$ cat config.mk
export PLATFORM = sky130hd
export DESIGN_NAME = cft_ram
export DESIGN_NICKNAME = d
export VERILOG_FILES = /design/src/cft_ram.sv
export SDC_FILE = /design/constraint.sdc
export NUM_CORES = 1
export LEC_CHECK = 0
export ABC_AREA = 1
export BUFFER_PORTS_ARGS = -buffer_cell sky130_fd_sc_hd__buf_4
export CORE_UTILIZATION = 61
export DETAILED_ROUTE_END_ITERATION = 10
export PLACE_DENSITY = 0.85
export SLEW_MARGIN = 25
export SYNTH_ARGS = -nofsm -noshare
export SYNTH_HDL_FRONTEND = slang
export SYNTH_SLANG_ARGS = --single-unit
$ cat constraint.sdc
create_clock -name clock -period 1.8 [get_ports clock]
set_clock_uncertainty 0.1 [all_clocks]
set_input_delay 0.36 -clock clock [delete_from_list [all_inputs] [get_ports clock]]
set_output_delay 0.36 -clock clock [all_outputs]
set_load 0.05 [all_outputs]
$ cat src/cft_ram.sv
`default_nettype none

module cft_ram #(
   parameter int Width = 8,
   parameter int Depth = 16,
   localparam int AddrW = (Depth > 1) ? $clog2(Depth) : 1
) (
   input  wire logic             clock,
   input  wire logic             wr_en,
   input  wire logic [AddrW-1:0] wr_addr,
   input  wire logic [Width-1:0] wr_data,
   input  wire logic [AddrW-1:0] rd_addr,
   output logic      [Width-1:0] rd_data
);

   logic [Width-1:0] mem [Depth];

   always_ff @(posedge clock) begin
      if (wr_en) begin
         mem[wr_addr] <= wr_data;
      end
      rd_data <= mem[rd_addr];
   end

endmodule

`default_nettype wire

==> results.sh <==
export IMPL_drive_above_1_share_pct=13.2
export IMPL_outcome="completed"
export IMPL_antenna_found_initial=0
export IMPL_ys_warn_count=0
export IMPL_rows=35
export IMPL_finalPower_mw=7.71
export IMPL_viasPerCell=5.59
export IMPL_post_route_min_period_ns=1.52
export IMPL_area_delta_synth_final_pct=17.3
export IMPL_grt_ovfl_total=0
export IMPL_drc=0
export IMPL_ir_drop_mv=0.732
export IMPL_post_route_period_util_pct=84.5
export IMPL_core_area_sq_um=9200
export IMPL_max_slew_margin_pct=79.1
export IMPL_crit_chain="buf_4"
export IMPL_dp_cells=686
export IMPL_grt_pass1_wl_microns=20500
export IMPL_slew_viol_final=0
export IMPL_rsz0062_at_grt="false"
export IMPL_max_freq_mhz=657
export IMPL_ant_nets=0
export IMPL_n_fill_cell=539
export IMPL_drtPass1Iterations=6
export IMPL_ctsRootBufferMaster="clkbuf_8"
export IMPL_die_w_microns=99.2
export IMPL_cp_end_kind="primary output"
export IMPL_wl_per_cell_microns=18.4
export IMPL_die_y_microns=99.2
export IMPL_ctsHoldBuffers=0
export IMPL_synthesis_nets=569
export IMPL_gp_congestion=0.817
export IMPL_p_leak_nw=2.96
export IMPL_yosysTopAreaCell="edfxtp_1"
export IMPL_required_ns=1.34
export IMPL_clk_latency_ns=0.53
export IMPL_dpl_hpwl_microns=7710
export IMPL_start_kind="flip-flop"
export IMPL_layout_commonest_cell="nand2_1"
export IMPL_initialDrtViolationCount=465
export IMPL_wirelength_microns=13200
export IMPL_worst_slew_pin_slew_ns=0.313
export IMPL_critPathLaunch="rd_data[2]"
export IMPL_final_cell_mix="nand2_1 (173), edfxtp_1 (128), inv_1 (100)"
export IMPL_cts_clk_slew_worst_paths_ns=0.06
export IMPL_syn_inst=551
export IMPL_dieArea_sq_um=9850
export IMPL_synth_cell_type_count=12
export IMPL_synth_area_per_cell_sq_um=10.5
export IMPL_cts_max_level=4
export IMPL_crit_slowest_cell="dfxtp_1"
export IMPL_postCtsSetupRepairBufs=0
export IMPL_grt_usage_pct=28.9
export IMPL_stdcell_count=718
export IMPL_reg2reg_from="mem[3][2]"
export IMPL_worst_setup_path_type="reg -> out"
export IMPL_dr_total_vias=4016
export IMPL_hold_violations=0
export IMPL_worst_hold_path_type="in -> reg"
export IMPL_ys_ff_latch=136
export IMPL_final_nets=612
export IMPL_numClockSinks=136
export IMPL_syn_area_sq_um=5770
export IMPL_port_buffers=25
export IMPL_worstPathArrival_ns=1.06
export IMPL_drv_cap=0
export IMPL_synth_seq_area_share_pct=69.4
export IMPL_cts_tree="done"
export IMPL_clockBufferDepth=2
export IMPL_p_per_area_nw_per_um2=1140
export IMPL_synth_top_cell_area_share_pct=66.7
export IMPL_start_util_pct=62.7
export IMPL_slowest_delay_ns=0.33
export IMPL_setup_tns_final_ns=0
export IMPL_cts_resized=0
export IMPL_numCtsBuffers=17
export IMPL_cp_max_fo=1
export IMPL_grt_pass1_vias=3924
export IMPL_timing_critical_path_max_delay_family="flip-flops"
export IMPL_cp_num_buf_inv=1
export IMPL_min_delay_start="wr_data[2]"
export IMPL_insertedDiodeCount=0
export IMPL_grt_max_degree=41
export IMPL_synth_area_leaders="edfxtp_1 (67%), nand2_1 (11%), nand3_1 (8.4%)"
export IMPL_io_pins=26
export IMPL_setup_viol=0
-- power by group --
part | total [mW] | leakage, nW | switching [mW] | internal [mW]
Combinational | 0.547 | 1.45 | 0.386 | 0.162
Sequential | 3.56 | 1.22 | 0.0208 | 3.54
Clock | 3.60 | 0.290 | 1.34 | 2.26
-- per-stage QoR --
| stage | setup slack (ns) | area (sq um) | hold slack (ns) | utilization, % |
|---|---|---|---|---|
| floorplan | 0.389 | 5770 | 0.359 | - |
| global placement | 0.248 | 6150 | 0.531 | 66.9 |
| detailed placement | 0.200 | 6150 | 0.543 | 66.9 |
| CTS | 0.278 | 6770 | 0.0489 | 73.6 |
| global route | 0.265 | 6770 | 0.0737 | 73.6 |
| finish | 0.279 | 6770 | 0.0715 | 73.6 |
-- sequential cells by signal, summed over array words and instances, names as in the netlist --
register / flops
mem: 128
rd_data: 8
-- per-layer routing --
layer	vias up	wire length (microns)	global-route usage [%]
li1	1857	-	-
met4	0	463	14.5
met2	270	6250	45.2
met5	-	0	0
met3	44	1470	7.80
met1	1845	4990	37.8
-- worst reg2reg max path: stages (launching register included) --
cell	delay, ns
edfxtp_1	0.38
inv_1	0.07
nand2_1	0.05
nand3_1	0.11
nand3_1	0.11
nand3_1	0.20
nand2_1	0.09
-- final timing paths --
kind	to	slack (ns)	cells past startpoint
setup / recovery	rd_data[2]	0.28	1
hold reg to reg	rd_data[4]	0.56	6
setup reg to reg	rd_data[2]	0.59	6
hold / removal	mem[0][2]	0.07	1
-- cells by family (layout without fill, tap and decap cells) --
logic type,after synthesis,after routing,synth area share (%)
and+or+nand+nor,289,289,21.0
buffers and inverters,126,182,9.52
DFF,136,136,69.4
-- synthesized netlist by cell type --
library cell	count
dfxtp_1	8
inv_2	2
inv_1	100
buf_4	4
nand3_1	97
buf_6	6
buf_1	1
nor2_1	17
nand2_1	173
edfxtp_1	128
buf_2	13
nand3b_1	2
-- area by class of cell --
class | instances | area, sq um | share of cell area [%]
well taps | 111 | 139 | 2.05
multi-input cells | 289 | 1210 | 17.9
clock buffers | 18 | 418 | 6.18
inverters | 102 | 383 | 5.66
repair buffers | 48 | 410 | 6.07
flip-flops and latches | 136 | 4000 | 59.2
clock inverters | 14 | 199 | 2.94
(Power assumes the default switching activity.)
